[config.mk]
export PLATFORM = sky130hd
export DESIGN_NAME = led_zone_flash_breathe_glow_flat
export DESIGN_NICKNAME = d
export VERILOG_FILES = /design/src/hw/rtl/lzg_pkg.sv /design/src/hw/rtl/lzg_if.sv /design/src/hw/rtl/led_zone_flash_breathe_glow.sv /design/src/hw/rtl/lzg_div.sv /design/src/hw/rtl/lzg_dp.sv /design/src/hw/rtl/lzg_ctrl.sv /design/src/flat_wrapper.sv
export SDC_FILE = /design/constraint.sdc
export NUM_CORES = 2
export LEC_CHECK = 0
export BUFFER_PORTS_ARGS = -buffer_cell sky130_fd_sc_hd__buf_2
export CAP_MARGIN = 10
export CORE_UTILIZATION = 59
export CTS_CLUSTER_SIZE = 24
export DETAILED_ROUTE_END_ITERATION = 6
export PLACE_DENSITY = 0.79
export SKIP_CTS_REPAIR_TIMING = 1
export SYNTH_ARGS = -nofsm -noshare
export SYNTH_HDL_FRONTEND = slang
export SYNTH_HIERARCHICAL = 1
export SYNTH_SLANG_ARGS = --single-unit
export TNS_END_PERCENT = 50
[constraint.sdc]
create_clock -name clk -period 7.3 [get_ports clk]
set_input_delay 0.365 -clock clk [delete_from_list [all_inputs] [get_ports clk]]
set_output_delay 0.365 -clock clk [all_outputs]
set_load 0.01 [all_outputs]
[src/hw/rtl/lzg_pkg.sv]
// Shared types, codes and constants of the LED zone glow engine.
// No dependencies; the RTL files refer to it by scoped names, the testbench files import it.
package lzg_pkg;

	localparam int unsigned ZONES_DEF = 4;
	localparam int unsigned CHAIN_DEF = 8;

	localparam int unsigned CFG_IDX_W  = 3;
	localparam int unsigned CFG_DATA_W = 64;

	localparam logic [23:0] BASE_COLOR_RST  = 24'hFFAA00;
	localparam logic [6:0]  IDLE_PCT_RST    = 7'd5;
	localparam logic [6:0]  FLASH_PCT_RST   = 7'd60;
	localparam logic [15:0] FLASH_DUR_RST   = 16'd150;
	localparam logic [15:0] PERIOD_RST      = 16'd2000;
	localparam logic [15:0] PERIOD_MIN      = 16'd2;
	localparam logic [1:0]  KEY_PRESS       = 2'd1;

	// Divider: 7-bit percent times 16-bit ramp over a 16-bit divisor.
	localparam int unsigned DVS_W = 16;
	localparam int unsigned DIV_W = 23;
	localparam int unsigned DIV_CNT_W = $clog2(DIV_W + 1);

	// Channel / 100 as a multiply by a rounded-up reciprocal.
	localparam int unsigned PCT_SCALE = 100;
	localparam int unsigned RECIP_SH  = 23;
	localparam int unsigned RECIP_W   = 17;
	localparam int unsigned PCT_RECIP = ((1 << RECIP_SH) + PCT_SCALE - 1) / PCT_SCALE;
	localparam int unsigned CHAN_MASK = 'hff;

	typedef enum logic [2:0] {
		OP_TICK    = 3'd0,
		OP_KEY     = 3'd1,
		OP_SCENE   = 3'd2,
		OP_BREATHE = 3'd3,
		OP_RENDER  = 3'd4
	} op_t;

	typedef enum logic [1:0] {
		SCENE_ACTIVE = 2'd0,
		SCENE_IDLE   = 2'd1,
		SCENE_SLEEP  = 2'd2
	} scene_t;

	typedef enum logic [2:0] {
		CFG_BASE_COLOR = 3'd0,
		CFG_IDLE_PCT   = 3'd1,
		CFG_FLASH_PCT  = 3'd2,
		CFG_FLASH_DUR  = 3'd3,
		CFG_PERIOD     = 3'd4,
		CFG_CODE_TBL   = 3'd5,
		CFG_PIX_TBL    = 3'd6
	} cfg_idx_t;

	typedef enum logic [3:0] {
		ST_IDLE,
		ST_DECODE,
		ST_TICK_WAIT,
		ST_RND_START,
		ST_MOD_WAIT,
		ST_ENV_START,
		ST_ENV_WAIT,
		ST_PIX_MUL,
		ST_PIX_SCALE,
		ST_PIX_OUT
	} state_t;

	typedef struct packed {
		logic [2:0]  operation;
		logic [15:0] key_code;
		logic [1:0]  key_value;
		logic        is_key_type;
		logic [1:0]  activity_state;
		logic [15:0] breathe_ms;
	} item_t;

	typedef struct packed {
		logic load_item;
		logic key_apply;
		logic scene_apply;
		logic breathe_apply;
		logic div_mod;
		logic div_env;
		logic tick_commit;
		logic ramp_mul;
		logic base_plain;
		logic base_env;
		logic pix_clear;
		logic pix_mul;
		logic pix_scale;
		logic pix_next;
	} cmd_t;

	typedef struct packed {
		logic [2:0] op;
		logic       sleep_req;
		logic       breathing;
		logic       div_done;
		logic       pix_last;
	} status_t;

	function automatic logic [15:0] zone_code(input logic [63:0] tbl, input int unsigned z);
		logic [63:0] sh;
		sh = tbl >> (16 * z);
		return sh[15:0];
	endfunction

	function automatic logic [2:0] zone_pixel(input logic [11:0] tbl, input int unsigned z);
		logic [11:0] sh;
		sh = tbl >> (3 * z);
		return sh[2:0];
	endfunction

endpackage

[src/hw/rtl/lzg_if.sv]
// Channel interfaces of the glow engine: command items, pixel results, register writes.
// Depends on lzg_pkg.
interface lzg_cmd_if;
	logic        valid;
	logic        ready;
	logic [2:0]  operation;
	logic [15:0] key_code;
	logic [1:0]  key_value;
	logic        is_key_type;
	logic [1:0]  activity_state;
	logic [15:0] breathe_ms;

	modport source(output valid, operation, key_code, key_value, is_key_type,
		activity_state, breathe_ms, input ready);
	modport sink(input valid, operation, key_code, key_value, is_key_type,
		activity_state, breathe_ms, output ready);
endinterface

interface lzg_pix_if;
	logic       valid;
	logic       ready;
	logic [2:0] pixel_index;
	logic [7:0] red;
	logic [7:0] green;
	logic [7:0] blue;
	logic       busy_res;
	logic       last;

	modport source(output valid, pixel_index, red, green, blue, busy_res, last, input ready);
	modport sink(input valid, pixel_index, red, green, blue, busy_res, last, output ready);
endinterface

interface lzg_cfg_if;
	logic                           valid;
	logic                           ready;
	logic [lzg_pkg::CFG_IDX_W-1:0]  index;
	logic [lzg_pkg::CFG_DATA_W-1:0] data;

	modport source(output valid, index, data, input ready);
	modport sink(input valid, index, data, output ready);
endinterface

[src/hw/rtl/led_zone_flash_breathe_glow.sv]
// Glow engine for a short LED chain: zone flashes, breathe envelope, frame output.
// A tick item runs the 23-step divider once for the phase wrap; key, scene and
// breathe items update registers only, but a sleep scene item also renders a frame. A frame
// runs the shared divider twice while breathing (phase wrap, then envelope percent),
// then each pixel takes a multiply, a reciprocal scale and an output beat, which
// can stall. One item is worked on at a time; cfg writes are taken every cycle;
// the user must keep them to idle periods, as the block itself does not enforce it.
module led_zone_flash_breathe_glow #(
	parameter int unsigned ZONES = lzg_pkg::ZONES_DEF,
	parameter int unsigned CHAIN = lzg_pkg::CHAIN_DEF
) (
	input logic        clk,
	input logic        arst_n,
	lzg_cmd_if.sink    cmd,
	lzg_pix_if.source  pix,
	lzg_cfg_if.sink    cfg
);
	lzg_pkg::cmd_t    ctl_cmd;
	lzg_pkg::status_t ctl_status;
	lzg_pkg::item_t   item;

	assign item.operation      = cmd.operation;
	assign item.key_code       = cmd.key_code;
	assign item.key_value      = cmd.key_value;
	assign item.is_key_type    = cmd.is_key_type;
	assign item.activity_state = cmd.activity_state;
	assign item.breathe_ms     = cmd.breathe_ms;

	assign cfg.ready = 1'b1;

	lzg_ctrl u_ctrl (
		.clk       (clk),
		.arst_n    (arst_n),
		.in_valid  (cmd.valid),
		.in_ready  (cmd.ready),
		.out_valid (pix.valid),
		.out_ready (pix.ready),
		.status    (ctl_status),
		.cmd       (ctl_cmd)
	);

	lzg_dp #(
		.ZONES (ZONES),
		.CHAIN (CHAIN)
	) u_dp (
		.clk         (clk),
		.arst_n      (arst_n),
		.cmd         (ctl_cmd),
		.status      (ctl_status),
		.item        (item),
		.cfg_we      (cfg.valid),
		.cfg_index   (cfg.index),
		.cfg_data    (cfg.data),
		.pixel_index (pix.pixel_index),
		.red         (pix.red),
		.green       (pix.green),
		.blue        (pix.blue),
		.busy_res    (pix.busy_res),
		.last        (pix.last)
	);
endmodule

[src/hw/rtl/lzg_div.sv]
// Restoring divider, one quotient bit per cycle, shared by phase wrap and envelope.
// Depends on lzg_pkg.
module lzg_div (
	input  logic                         clk,
	input  logic                         arst_n,
	input  logic                         start,
	input  logic [lzg_pkg::DIV_W-1:0]    dividend,
	input  logic [lzg_pkg::DVS_W-1:0]    divisor,
	output logic                         done,
	output logic [lzg_pkg::DIV_W-1:0]    quotient,
	output logic [lzg_pkg::DVS_W-1:0]    remainder
);
	localparam int unsigned W  = lzg_pkg::DIV_W;
	localparam int unsigned DW = lzg_pkg::DVS_W;
	localparam int unsigned CW = lzg_pkg::DIV_CNT_W;

	logic          busy_q;
	logic          done_q;
	logic [CW-1:0] cnt_q;
	logic [W-1:0]  quo_q;
	logic [DW-1:0] rem_q;
	logic [DW-1:0] dvs_q;

	logic [DW:0]   trial;
	logic [DW:0]   diff;
	logic          ge;

	always_comb begin
		trial = {rem_q, quo_q[W-1]};
		ge    = trial >= {1'b0, dvs_q};
		diff  = trial - {1'b0, dvs_q};
	end

	always_ff @(posedge clk or negedge arst_n) begin
		if (!arst_n) begin
			busy_q <= 1'b0;
			done_q <= 1'b0;
			cnt_q  <= '0;
		end else begin
			done_q <= busy_q && (cnt_q == CW'(1));
			if (start) begin
				busy_q <= 1'b1;
				cnt_q  <= CW'(W);
			end else if (busy_q) begin
				cnt_q <= cnt_q - CW'(1);
				if (cnt_q == CW'(1)) begin
					busy_q <= 1'b0;
				end
			end
		end
	end

	always_ff @(posedge clk) begin
		if (start) begin
			quo_q <= dividend;
			rem_q <= '0;
			dvs_q <= divisor;
		end else if (busy_q) begin
			quo_q <= {quo_q[W-2:0], ge};
			rem_q <= ge ? diff[DW-1:0] : trial[DW-1:0];
		end
	end

	assign done      = done_q;
	assign quotient  = quo_q;
	assign remainder = rem_q;

	a_no_restart: assert property (@(posedge clk) disable iff (!arst_n) start |-> !busy_q)
		else $error("divider started while busy");
endmodule

[src/hw/rtl/lzg_dp.sv]
// Datapath: registers, countdowns, envelope arithmetic and per-pixel scaling.
// Depends on lzg_pkg and lzg_div.
module lzg_dp #(
	parameter int unsigned ZONES = lzg_pkg::ZONES_DEF,
	parameter int unsigned CHAIN = lzg_pkg::CHAIN_DEF
) (
	input  logic                            clk,
	input  logic                            arst_n,
	input  lzg_pkg::cmd_t                   cmd,
	output lzg_pkg::status_t                status,
	input  lzg_pkg::item_t                  item,
	input  logic                            cfg_we,
	input  logic [lzg_pkg::CFG_IDX_W-1:0]   cfg_index,
	input  logic [lzg_pkg::CFG_DATA_W-1:0]  cfg_data,
	output logic [2:0]                      pixel_index,
	output logic [7:0]                      red,
	output logic [7:0]                      green,
	output logic [7:0]                      blue,
	output logic                            busy_res,
	output logic                            last
);
	localparam int unsigned PIX_W   = (CHAIN > 1) ? $clog2(CHAIN) : 1;
	localparam int unsigned PIX_X   = (PIX_W < 3) ? 3 : PIX_W;
	localparam int unsigned ZW      = (ZONES > 1) ? $clog2(ZONES) : 1;
	localparam int unsigned SCALE_W = 16 + lzg_pkg::RECIP_W;
	localparam logic [lzg_pkg::RECIP_W-1:0] RECIP_V = lzg_pkg::RECIP_W'(lzg_pkg::PCT_RECIP);
	localparam logic [7:0] CHAN_MASK_V = 8'(lzg_pkg::CHAN_MASK);

	logic [23:0] base_color_q;
	logic [6:0]  idle_pct_q;
	logic [6:0]  flash_pct_q;
	logic [15:0] flash_dur_q;
	logic [15:0] period_q;
	logic [63:0] code_tbl_q;
	logic [11:0] pix_tbl_q;

	lzg_pkg::item_t item_q;
	logic [1:0]  scene_q;
	logic [15:0] phase_q;
	logic [15:0] breathe_rem_q;
	logic [15:0] flash_q [ZONES];

	logic [lzg_pkg::DIV_W-1:0] prod_q;
	logic [7:0]                base_pct_q;
	logic [PIX_W-1:0]          pix_q;
	logic [15:0]               chan_prod_q [3];
	logic [2:0]                pix_index_q;
	logic [7:0]                chan_q [3];
	logic                      busy_q;
	logic                      last_q;

	logic                      div_start;
	logic [lzg_pkg::DIV_W-1:0] div_dvd;
	logic [lzg_pkg::DVS_W-1:0] div_dvs;
	logic                      div_done;
	logic [lzg_pkg::DIV_W-1:0] div_quo;
	logic [lzg_pkg::DVS_W-1:0] div_rem;

	logic [15:0] period_eff;
	logic [15:0] half;
	logic [15:0] ramp;
	logic [16:0] ph_inc;
	logic [15:0] phase_next;
	logic        active;
	logic        any_flash;
	logic        key_ok;
	logic        key_hit;
	logic [ZW-1:0] key_zone;
	logic        flash_hit;
	logic [PIX_X-1:0] pix_x;
	logic [7:0]  pct;
	logic [SCALE_W-1:0] scaled [3];

	always_comb begin
		period_eff = (period_q < lzg_pkg::PERIOD_MIN) ? lzg_pkg::PERIOD_MIN : period_q;
		half       = {1'b0, period_eff[15:1]};
		ramp       = (div_rem < half) ? div_rem : period_eff - div_rem;
		ph_inc     = {1'b0, div_rem} + 17'd1;
		phase_next = (ph_inc >= {1'b0, period_eff}) ? '0 : ph_inc[15:0];
		active     = scene_q == lzg_pkg::SCENE_ACTIVE;
		pix_x      = PIX_X'(pix_q);

		any_flash = 1'b0;
		flash_hit = 1'b0;
		for (int unsigned z = 0; z < ZONES; z++) begin
			if (flash_q[z] != '0) begin
				any_flash = 1'b1;
				if (PIX_X'(lzg_pkg::zone_pixel(pix_tbl_q, z)) == pix_x) begin
					flash_hit = 1'b1;
				end
			end
		end
		flash_hit = flash_hit && active;
		pct = flash_hit ? {1'b0, flash_pct_q} : base_pct_q;

		key_ok = item_q.is_key_type && (item_q.key_value == lzg_pkg::KEY_PRESS) && active;
		key_hit  = 1'b0;
		key_zone = '0;
		for (int z = int'(ZONES) - 1; z >= 0; z--) begin
			if (lzg_pkg::zone_code(code_tbl_q, unsigned'(z)) == item_q.key_code) begin
				key_hit  = 1'b1;
				key_zone = ZW'(z);
			end
		end

		for (int c = 0; c < 3; c++) begin
			scaled[c] = SCALE_W'(chan_prod_q[c]) * SCALE_W'(RECIP_V);
		end
	end

	assign div_start = cmd.div_mod || cmd.div_env;
	assign div_dvd   = cmd.div_env ? prod_q : lzg_pkg::DIV_W'(phase_q);
	assign div_dvs   = cmd.div_env ? half : period_eff;

	lzg_div u_div (
		.clk       (clk),
		.arst_n    (arst_n),
		.start     (div_start),
		.dividend  (div_dvd),
		.divisor   (div_dvs),
		.done      (div_done),
		.quotient  (div_quo),
		.remainder (div_rem)
	);

	always_ff @(posedge clk or negedge arst_n) begin
		if (!arst_n) begin
			base_color_q  <= lzg_pkg::BASE_COLOR_RST;
			idle_pct_q    <= lzg_pkg::IDLE_PCT_RST;
			flash_pct_q   <= lzg_pkg::FLASH_PCT_RST;
			flash_dur_q   <= lzg_pkg::FLASH_DUR_RST;
			period_q      <= lzg_pkg::PERIOD_RST;
			code_tbl_q    <= '0;
			pix_tbl_q     <= '0;
			scene_q       <= lzg_pkg::SCENE_ACTIVE;
			phase_q       <= '0;
			breathe_rem_q <= '0;
			for (int z = 0; z < ZONES; z++) begin
				flash_q[z] <= '0;
			end
		end else begin
			if (cfg_we) begin
				unique case (cfg_index)
					lzg_pkg::CFG_BASE_COLOR: base_color_q <= cfg_data[23:0];
					lzg_pkg::CFG_IDLE_PCT:   idle_pct_q   <= cfg_data[6:0];
					lzg_pkg::CFG_FLASH_PCT:  flash_pct_q  <= cfg_data[6:0];
					lzg_pkg::CFG_FLASH_DUR:  flash_dur_q  <= cfg_data[15:0];
					lzg_pkg::CFG_PERIOD:     period_q     <= cfg_data[15:0];
					lzg_pkg::CFG_CODE_TBL:   code_tbl_q   <= cfg_data;
					lzg_pkg::CFG_PIX_TBL:    pix_tbl_q    <= cfg_data[11:0];
					default: ;
				endcase
			end
			if (cmd.scene_apply) begin
				scene_q <= item_q.activity_state;
			end
			if (cmd.tick_commit) begin
				phase_q <= phase_next;
			end
			if (cmd.breathe_apply && active) begin
				breathe_rem_q <= item_q.breathe_ms;
			end else if (cmd.tick_commit && breathe_rem_q != '0) begin
				breathe_rem_q <= breathe_rem_q - 16'd1;
			end
			for (int z = 0; z < ZONES; z++) begin
				if (cmd.key_apply && key_ok && key_hit && key_zone == ZW'(z)) begin
					flash_q[z] <= flash_dur_q;
				end else if (cmd.tick_commit && flash_q[z] != '0) begin
					flash_q[z] <= flash_q[z] - 16'd1;
				end
			end
		end
	end

	always_ff @(posedge clk) begin
		if (cmd.load_item) begin
			item_q <= item;
		end
		if (cmd.ramp_mul) begin
			prod_q <= lzg_pkg::DIV_W'(flash_pct_q) * lzg_pkg::DIV_W'(ramp);
		end
		if (cmd.base_plain) begin
			base_pct_q <= active ? {1'b0, idle_pct_q} : '0;
		end else if (cmd.base_env) begin
			base_pct_q <= div_quo[7:0];
		end
		if (cmd.pix_clear) begin
			pix_q <= '0;
		end else if (cmd.pix_next) begin
			pix_q <= pix_q + PIX_W'(1);
		end
		if (cmd.pix_mul) begin
			for (int c = 0; c < 3; c++) begin
				chan_prod_q[c] <= 16'(base_color_q[8 * (2 - c) +: 8]) * 16'(pct);
			end
		end
		if (cmd.pix_scale) begin
			for (int c = 0; c < 3; c++) begin
				chan_q[c] <= scaled[c][lzg_pkg::RECIP_SH +: 8] & CHAN_MASK_V;
			end
			pix_index_q <= pix_x[2:0];
			busy_q      <= active && (breathe_rem_q != '0 || any_flash);
			last_q      <= pix_q == PIX_W'(CHAIN - 1);
		end
	end

	assign status.op        = item_q.operation;
	assign status.sleep_req = item_q.activity_state == lzg_pkg::SCENE_SLEEP;
	assign status.breathing = active && breathe_rem_q != '0;
	assign status.div_done  = div_done;
	assign status.pix_last  = pix_q == PIX_W'(CHAIN - 1);

	assign pixel_index = pix_index_q;
	assign red         = chan_q[0];
	assign green       = chan_q[1];
	assign blue        = chan_q[2];
	assign busy_res    = busy_q;
	assign last        = last_q;
endmodule

[src/hw/rtl/lzg_ctrl.sv]
// Controller state machine: sequences item decode, divider runs and the pixel loop.
// Depends on lzg_pkg.
module lzg_ctrl (
	input  logic             clk,
	input  logic             arst_n,
	input  logic             in_valid,
	output logic             in_ready,
	output logic             out_valid,
	input  logic             out_ready,
	input  lzg_pkg::status_t status,
	output lzg_pkg::cmd_t    cmd
);
	lzg_pkg::state_t state_q;
	lzg_pkg::state_t state_d;

	always_ff @(posedge clk or negedge arst_n) begin
		if (!arst_n) begin
			state_q <= lzg_pkg::ST_IDLE;
		end else begin
			state_q <= state_d;
		end
	end

	always_comb begin
		state_d = state_q;
		unique case (state_q)
			lzg_pkg::ST_IDLE: begin
				if (in_valid) begin
					state_d = lzg_pkg::ST_DECODE;
				end
			end
			lzg_pkg::ST_DECODE: begin
				unique case (status.op)
					lzg_pkg::OP_TICK:   state_d = lzg_pkg::ST_TICK_WAIT;
					lzg_pkg::OP_SCENE:
						state_d = status.sleep_req ? lzg_pkg::ST_RND_START : lzg_pkg::ST_IDLE;
					lzg_pkg::OP_RENDER: state_d = lzg_pkg::ST_RND_START;
					default:            state_d = lzg_pkg::ST_IDLE;
				endcase
			end
			lzg_pkg::ST_TICK_WAIT: begin
				if (status.div_done) begin
					state_d = lzg_pkg::ST_IDLE;
				end
			end
			lzg_pkg::ST_RND_START: begin
				state_d = status.breathing ? lzg_pkg::ST_MOD_WAIT : lzg_pkg::ST_PIX_MUL;
			end
			lzg_pkg::ST_MOD_WAIT: begin
				if (status.div_done) begin
					state_d = lzg_pkg::ST_ENV_START;
				end
			end
			lzg_pkg::ST_ENV_START: state_d = lzg_pkg::ST_ENV_WAIT;
			lzg_pkg::ST_ENV_WAIT: begin
				if (status.div_done) begin
					state_d = lzg_pkg::ST_PIX_MUL;
				end
			end
			lzg_pkg::ST_PIX_MUL:   state_d = lzg_pkg::ST_PIX_SCALE;
			lzg_pkg::ST_PIX_SCALE: state_d = lzg_pkg::ST_PIX_OUT;
			lzg_pkg::ST_PIX_OUT: begin
				if (out_ready) begin
					state_d = status.pix_last ? lzg_pkg::ST_IDLE : lzg_pkg::ST_PIX_MUL;
				end
			end
			default: state_d = lzg_pkg::ST_IDLE;
		endcase
	end

	always_comb begin
		cmd       = '0;
		in_ready  = 1'b0;
		out_valid = 1'b0;
		unique case (state_q)
			lzg_pkg::ST_IDLE: begin
				in_ready      = 1'b1;
				cmd.load_item = in_valid;
			end
			lzg_pkg::ST_DECODE: begin
				unique case (status.op)
					lzg_pkg::OP_TICK:    cmd.div_mod       = 1'b1;
					lzg_pkg::OP_KEY:     cmd.key_apply     = 1'b1;
					lzg_pkg::OP_SCENE:   cmd.scene_apply   = 1'b1;
					lzg_pkg::OP_BREATHE: cmd.breathe_apply = 1'b1;
					default: ;
				endcase
			end
			lzg_pkg::ST_TICK_WAIT: cmd.tick_commit = status.div_done;
			lzg_pkg::ST_RND_START: begin
				cmd.div_mod    = status.breathing;
				cmd.base_plain = !status.breathing;
				cmd.pix_clear  = !status.breathing;
			end
			lzg_pkg::ST_MOD_WAIT:  cmd.ramp_mul = status.div_done;
			lzg_pkg::ST_ENV_START: cmd.div_env  = 1'b1;
			lzg_pkg::ST_ENV_WAIT: begin
				cmd.base_env  = status.div_done;
				cmd.pix_clear = status.div_done;
			end
			lzg_pkg::ST_PIX_MUL:   cmd.pix_mul   = 1'b1;
			lzg_pkg::ST_PIX_SCALE: cmd.pix_scale = 1'b1;
			lzg_pkg::ST_PIX_OUT: begin
				out_valid    = 1'b1;
				cmd.pix_next = out_ready && !status.pix_last;
			end
			default: ;
		endcase
	end

	a_one_side: assert property (@(posedge clk) disable iff (!arst_n) !(in_ready && out_valid))
		else $error("input and output open together");

	a_done_waited: assert property (@(posedge clk) disable iff (!arst_n)
		status.div_done |-> (state_q == lzg_pkg::ST_TICK_WAIT ||
			state_q == lzg_pkg::ST_MOD_WAIT || state_q == lzg_pkg::ST_ENV_WAIT))
		else $error("divider result with nobody waiting");

	a_frame_end: assert property (@(posedge clk) disable iff (!arst_n)
		out_valid && out_ready && status.pix_last |=> state_q == lzg_pkg::ST_IDLE)
		else $error("frame did not close after last pixel");
endmodule

[src/flat_wrapper.sv]
// flat-port wrapper written by rule: the top's interface ports become plain ports
module led_zone_flash_breathe_glow_flat 
#(
	parameter int unsigned ZONES = lzg_pkg::ZONES_DEF,
	parameter int unsigned CHAIN = lzg_pkg::CHAIN_DEF
)
  (clk, arst_n, cmd_valid, cmd_operation, cmd_key_code, cmd_key_value, cmd_is_key_type, cmd_activity_state, cmd_breathe_ms, cmd_ready, pix_valid, pix_pixel_index, pix_red, pix_green, pix_blue, pix_busy_res, pix_last, pix_ready, cfg_valid, cfg_index, cfg_data, cfg_ready);
  lzg_cmd_if cmd_i ();
  lzg_pix_if pix_i ();
  lzg_cfg_if cfg_i ();
  input logic clk;
  input logic arst_n;
  input wire logic [$bits(cmd_i.valid)-1:0] cmd_valid;
  input wire logic [$bits(cmd_i.operation)-1:0] cmd_operation;
  input wire logic [$bits(cmd_i.key_code)-1:0] cmd_key_code;
  input wire logic [$bits(cmd_i.key_value)-1:0] cmd_key_value;
  input wire logic [$bits(cmd_i.is_key_type)-1:0] cmd_is_key_type;
  input wire logic [$bits(cmd_i.activity_state)-1:0] cmd_activity_state;
  input wire logic [$bits(cmd_i.breathe_ms)-1:0] cmd_breathe_ms;
  output wire logic [$bits(cmd_i.ready)-1:0] cmd_ready;
  output wire logic [$bits(pix_i.valid)-1:0] pix_valid;
  output wire logic [$bits(pix_i.pixel_index)-1:0] pix_pixel_index;
  output wire logic [$bits(pix_i.red)-1:0] pix_red;
  output wire logic [$bits(pix_i.green)-1:0] pix_green;
  output wire logic [$bits(pix_i.blue)-1:0] pix_blue;
  output wire logic [$bits(pix_i.busy_res)-1:0] pix_busy_res;
  output wire logic [$bits(pix_i.last)-1:0] pix_last;
  input wire logic [$bits(pix_i.ready)-1:0] pix_ready;
  input wire logic [$bits(cfg_i.valid)-1:0] cfg_valid;
  input wire logic [$bits(cfg_i.index)-1:0] cfg_index;
  input wire logic [$bits(cfg_i.data)-1:0] cfg_data;
  output wire logic [$bits(cfg_i.ready)-1:0] cfg_ready;
  assign cmd_i.valid = cmd_valid;
  assign cmd_i.operation = cmd_operation;
  assign cmd_i.key_code = cmd_key_code;
  assign cmd_i.key_value = cmd_key_value;
  assign cmd_i.is_key_type = cmd_is_key_type;
  assign cmd_i.activity_state = cmd_activity_state;
  assign cmd_i.breathe_ms = cmd_breathe_ms;
  assign cmd_ready = cmd_i.ready;
  assign pix_valid = pix_i.valid;
  assign pix_pixel_index = pix_i.pixel_index;
  assign pix_red = pix_i.red;
  assign pix_green = pix_i.green;
  assign pix_blue = pix_i.blue;
  assign pix_busy_res = pix_i.busy_res;
  assign pix_last = pix_i.last;
  assign pix_i.ready = pix_ready;
  assign cfg_i.valid = cfg_valid;
  assign cfg_i.index = cfg_index;
  assign cfg_i.data = cfg_data;
  assign cfg_ready = cfg_i.ready;
  led_zone_flash_breathe_glow #(.ZONES(ZONES), .CHAIN(CHAIN)) u_core (.clk(clk), .arst_n(arst_n), .cmd(cmd_i), .pix(pix_i), .cfg(cfg_i));
endmodule
Word-level counts from Yosys, hierarchy flattened
Memory sizes are Yosys's and may differ from the RTL's.
Cells that the tools add are included.

word-level totals
  register bits after elaboration = 389
  bits in writable memories = 72
  output and inout port bits = 32
  logic and storage cells = 223
  memories = 2

memories
  name                     depth  width  read ports  clocked after Yosys merged registers in  wr ports  line          RTL
  u_core.u_dp.chan_prod_q  3      16     3           0                                        3         lzg_dp.sv:46  logic [15:0] chan_prod_q [3];
  u_core.u_dp.chan_q       3      8      3           0                                        3         lzg_dp.sv:48  logic [7:0] chan_q [3];

operators by class
  add/subtract/negate cells = 10
  multipliers = 7
  order comparisons = 4
  eq/ne operators = 39
  muxes and demuxes = 79
  reduce and logical (&&, ||, !) cells = 48

operators with widths
  operator                                                      count
  two-way mux 16 bit                                            14
  multiplier 16 x 17 -> 31 bit (second input constant)          3
  nonzero test 16 bit                                           5
  subtractor 16 x 1 -> 16 bit (second input constant)           5
  two-way mux 23 bit                                            3
  equality test 16 bit                                          4
  multiplier 8 x 8 -> 16 bit                                    3
  one-hot mux 4 bit (10 select lines)                           1
  two-way mux 1 bit                                             38
  greater-or-equal comparator 17 x 16 -> 1 bit                  2
  subtractor 16 bit                                             2
  two-way mux 8 bit                                             3
  multiplier 7 x 16 -> 23 bit                                   1
  two-way mux 4 bit                                             5
  logical AND 1 bit                                             19
  adder 16 x 1 -> 17 bit (second input constant)                1
  equality test 4 x 3 -> 1 bit (second input constant)          4
  less-than comparator 16 x 15 -> 1 bit                         1
  less-than comparator 16 x 2 -> 1 bit (second input constant)  1
  equality test 3 bit (second input constant)                   5
  two-way mux 15 bit                                            1
  AND reduction 2 bit                                           7
  nonzero test 2 bit                                            7
  equality test 3 x 2 -> 1 bit (second input constant)          4
  other kinds (23)                                              48

Longest topological paths before layout
  depth in word-level cells = 12
  depth in mapped cells = 31

Modules after synthesis
The synthesis kept the hierarchy.

by module, submodules not included
  module                       instances  cells an instance  area each (um^2)  seq. area each (um^2)
  lzg_dp                       1          4047               42089.1           10645.2
  lzg_div                      1          320                3565.9            1666.6
  lzg_ctrl                     1          67                 496.7             100.1
  led_zone_flash_breathe_glow  1          2                  11.3              0.0

Worst setup path after synthesis
No wires, ideal clock.

  kind = register to register
  from = register u_core.u_dp.period_q[12]
  to = register u_core/u_dp/prod_q[19] (netlist bit) (data pin)
  library setup time = 0.195 ns
  arrival = 7.041 ns
  slack = 0.064 ns
  cell stages (with the launch flop) = 27
  buffers on the path = 0
  period minus slack after synthesis = 7.236 ns
  path through = dfrtp_1 nor4_1 nand4_1 nand2_1 ha_1 inv_1 fa_1 a21o_1 a21oi_1 o21bai_1 a2111oi_0 or4_1 o211ai_1 mux2i_1 nor2b_1 fa_1 fa_1 fa_1 inv_1 fa_1 inv_1 ha_1 nand3_1 o21ai_0 a31oi_1 or4b_2 o311ai_0

on the way
  cells in the longest elaborated chain, start to end = 5
  elaborated cells between the ends (all ways) = 6
  classes of those cells = 1 x add/sub; 1 x mul; 2 x order compare; 2 x mux

ends and longest elaborated chain
  what                                                                               line           RTL
  start, declared                                                                    lzg_dp.sv:33   logic [15:0] period_q;
  start signal, assigned                                                             lzg_dp.sv:132  period_q <= lzg_pkg::PERIOD_RST;
  start signal, assigned                                                             lzg_dp.sv:148  lzg_pkg::CFG_PERIOD: period_q <= cfg_data[15:0];
  less-than comparator 16 x 2 -> 1 bit                                               lzg_dp.sv:75   period_eff = (period_q < lzg_pkg::PERIOD_MIN) ? lzg_pkg::PERIOD_MIN : period_q;
  two-way mux 16 bit *                                                               lzg_dp.sv:75
  subtractor 16 bit / less-than comparator 16 x 15 -> 1 bit (equally long branches)  lzg_dp.sv:77   ramp = (div_rem < half) ? div_rem : period_eff - div_rem;
  two-way mux 16 bit *                                                               lzg_dp.sv:77
  multiplier 7 x 16 -> 23 bit *                                                      lzg_dp.sv:180  prod_q <= lzg_pkg::DIV_W'(flash_pct_q) * lzg_pkg::DIV_W'(ramp);
  end signal, assigned                                                               lzg_dp.sv:180
  end, declared                                                                      lzg_dp.sv:43   logic [lzg_pkg::DIV_W-1:0] prod_q;

Mark *: on every way between the ends. The rest lies on a longest branch, timed or not.
A chain may end at the register's enable or synchronous reset.

Final worst setup path
  from = register u_core.u_dp.period_q[15]
  to = register u_core/u_dp/prod_q[22] (netlist bit) (data pin)

The elaborated chain is that of the path after synthesis.

==> results.md <==
- RSZ-0062 raised after global routing: true
- Hold-critical path depth: 2
- Top post-synthesis cells by area: fa_1 20%, ha_1 16%, dfrtp_1 12%
- DR pass1 iterations: 5
- DPL Wire Length: 81760 um
- CTS tree: yes
- Die ar.: approximately 79000 sq um
- CTS max path bufs: 3
- Grt ovf: 0
- Root Driver: clkbuf_16
- R2R Setup Slk: approximately 220 ps
- Site row count: between 100 and 150
- Crit path max-delay family: adder cells
- Crit path max fanout: 5
- Iter 0 DRT Violations: around 2200
- Post-synth top area share: 0.2025
- Clock slew at reported path FFs: ~60 ps
- Initial Util: 0.5959
- Final Hold Viols: 0
- Post-DR vias/cell: roughly 5.6
- Boundary Pins: roughly 140
- Die width: 281.7 um
- GPL Wtd Cong: a little over 0.9
- Post-synth top flop: dfrtp_1
- Core Footprint: around 77000 sq um
- CP endpoint kind: flop
- Kind of critical path: reg2reg
- Final setup TNS: 0 ps
- Fillcell total: 5812
- Slew Limit Fails: 0
- Bufs and invs on worst path: 4
- Skew-Pair Late Insertion Delay: roughly 670 ps
- Max-cap violations: 0
- Slowest cell delay on critical path: 570 ps
- Register area share after synthesis: 0.2689
- Skew final: roughly 70 ps
- Synthesis warning total: 6
- CTS Buf Count: between 50 and 60
- Ratio of cells with drive above 1 in the final layout: 0.1367
- Slew HR: 0.2476
- Clock Sinks: ~460
- Vias post-DR: 32510
- Vias in the first global route: between 30000 and 40000
- Flops & latches, synth: 461
- Slowest CP cell: fa_1
- Detail Route Antenna Nets: 0
- Final period util: 0.9698
- CP dominant cell by count: fa_1
- Cells on worst reg2reg path: 29
- Hold/Removal Path Class: in2reg
- Number of port buffers: around 140
- WP depth: 29
- First-pass GRT wire length: about 170000 um
- Setup crit start kind: flop
- Chip height: roughly 280 um
- Critical path arrival: approximately 7500 ps
- Outcome: completed
- WL/cell: around 19 um
- Unique masters post-synth: a little under 100
- Synth Instances: 4436
- Final net count: a little under 6000
- WP data required: about 7700 ps
- Largest net degree at the start of global routing: 164
- Initial antenna violation count: 1
- Max Freq: 141.3 MHz
- Ys async rst share: 0.5531
- Tmin final: 7080 ps
- Total track usage: 0.2735
- Area leader, netlist: fa_1
- H-tree depth: 2
- Area Growth Syn to Fin: 10.65%
- Setup-failing EPs final: 0
- Worst Max-Slew Pin Slew: 1127 ps
- Cell Area, Synth: 46160 sq um
- Drt total wl: about 110000 um
- Avg Synthesized Cell Area: around 10 sq um
- Syn_nets: ~5600
- Drt drc: 0
- Number of flops mapped to enable cells by yosys: between 150 and 200
- # diodes: 0
- Hold slack final: roughly 10 ps
## synth_stat cells, types with 38 or more instances
cell type and number:
nor2_1 195, mux2_2 183, nand2_1 229, nand2b_1 38
a21o_1 45, and2_1 190, nand3_1 52, a21oi_1 160
edfxtp_1 187, ha_1 604, xor2_1 62, nor4_1 38
clkbuf_1 81, inv_1 791, o21ai_0 112, dfrtp_1 227
nor2b_1 52, fa_1 467, xnor2_1 201, nor3_1 67
## placed cells by master (no fill, tap or decap), types with 94 or more instances in the layout
master	instances
a21oi_1	154
and2_1	184
buf_2	141
buf_4	94
dfrtp_1	227
edfxtp_1	187
fa_1	465
ha_1	600
inv_1	791
mux2_2	185
nand2_1	229
nor2_1	190
o21ai_0	107
xnor2_1	201
## registers in the layout, summed over array words and instances (netlist names), 23 cells and up
register / count
u_core/u_dp/chan_prod_q: 48
u_core/u_dp/item_q: 37
u_core/u_dp/u_div/quotient: 23
u_core/u_dp/code_tbl_q: 64
u_core/u_dp/prod_q: 23
u_core/u_dp/base_color_q: 24
u_core/u_dp/chan_q: 24
u_core/u_dp/flash_q: 64
## metal layers
metal,track usage,share of wire,up-vias
li1,-,-,15140
met1,0.3487,0.41,16080
met2,0.4768,0.50,1009
met3,0.03290,0.054,279
met4,0.1023,0.042,2
met5,0,0.000074,-
## worst reg2reg max path, delay by kind of cell, from the launching register on
family | cells | cell delay [ps]
flops | 1 | 410
buf+inv | 4 | 560
simple gates | 7 | 1030
xor+xnor | 2 | 280
compound gates | 8 | 1450
fa+ha+maj | 7 | 2830
mux | 1 | 300
## final cells by class
class,instances,area [sq um],share of cell area
inverters,791,2969,0.05812
clock buffers,70,1461,0.02861
clock inverters,28,275.3,0.005389
flip-flops and latches,461,12410,0.2430
repair buffers,318,2257,0.04419
multi-input cells,3058,30410,0.5952
well taps,1040,1301,0.02547
## cells by family after synthesis
logic type      Yosys count  share of synthesized area
fa+ha+maj              1071                     0.3662
simple gates           1009                     0.1139
buf+inv                 919                    0.07906
compound gates          503                    0.07093
flops                   461                     0.2689
xor+xnor                263                    0.04990
mux                     209                    0.05104
other cells               1                 0.00008123
## through the flow
step	cells	instance area, sq um	utilization	setup slack, ps
global route	5766	51080	0.6594	-149.0
finish	5766	51080	0.6594	220.3
global placement	5574	48200	0.6222	-95.60
detailed placement	5574	48200	0.6222	-191.7
floorplan	4436	46160	-	64.15
CTS	5672	49940	0.6446	-284.6
## final timing paths
kind | start | end
min in group asynchronous | arst_n | u_core/u_dp/code_tbl_q[44]
worst min register to register | u_core/u_dp/phase_q[5] | u_core/u_dp/phase_q[5]
worst min-delay path | cfg_data[23] | u_core/u_dp/code_tbl_q[23]
worst max-delay path | u_core/u_dp/period_q[15] | u_core/u_dp/prod_q[22]
worst max register to register | u_core/u_dp/period_q[15] | u_core/u_dp/prod_q[22]
max in group asynchronous | arst_n | u_core/u_dp/flash_q[9]
Power is left out: the tool's default activity adds up to more than one toggle a clock period on the data nets, which glitch-free logic cannot reach.
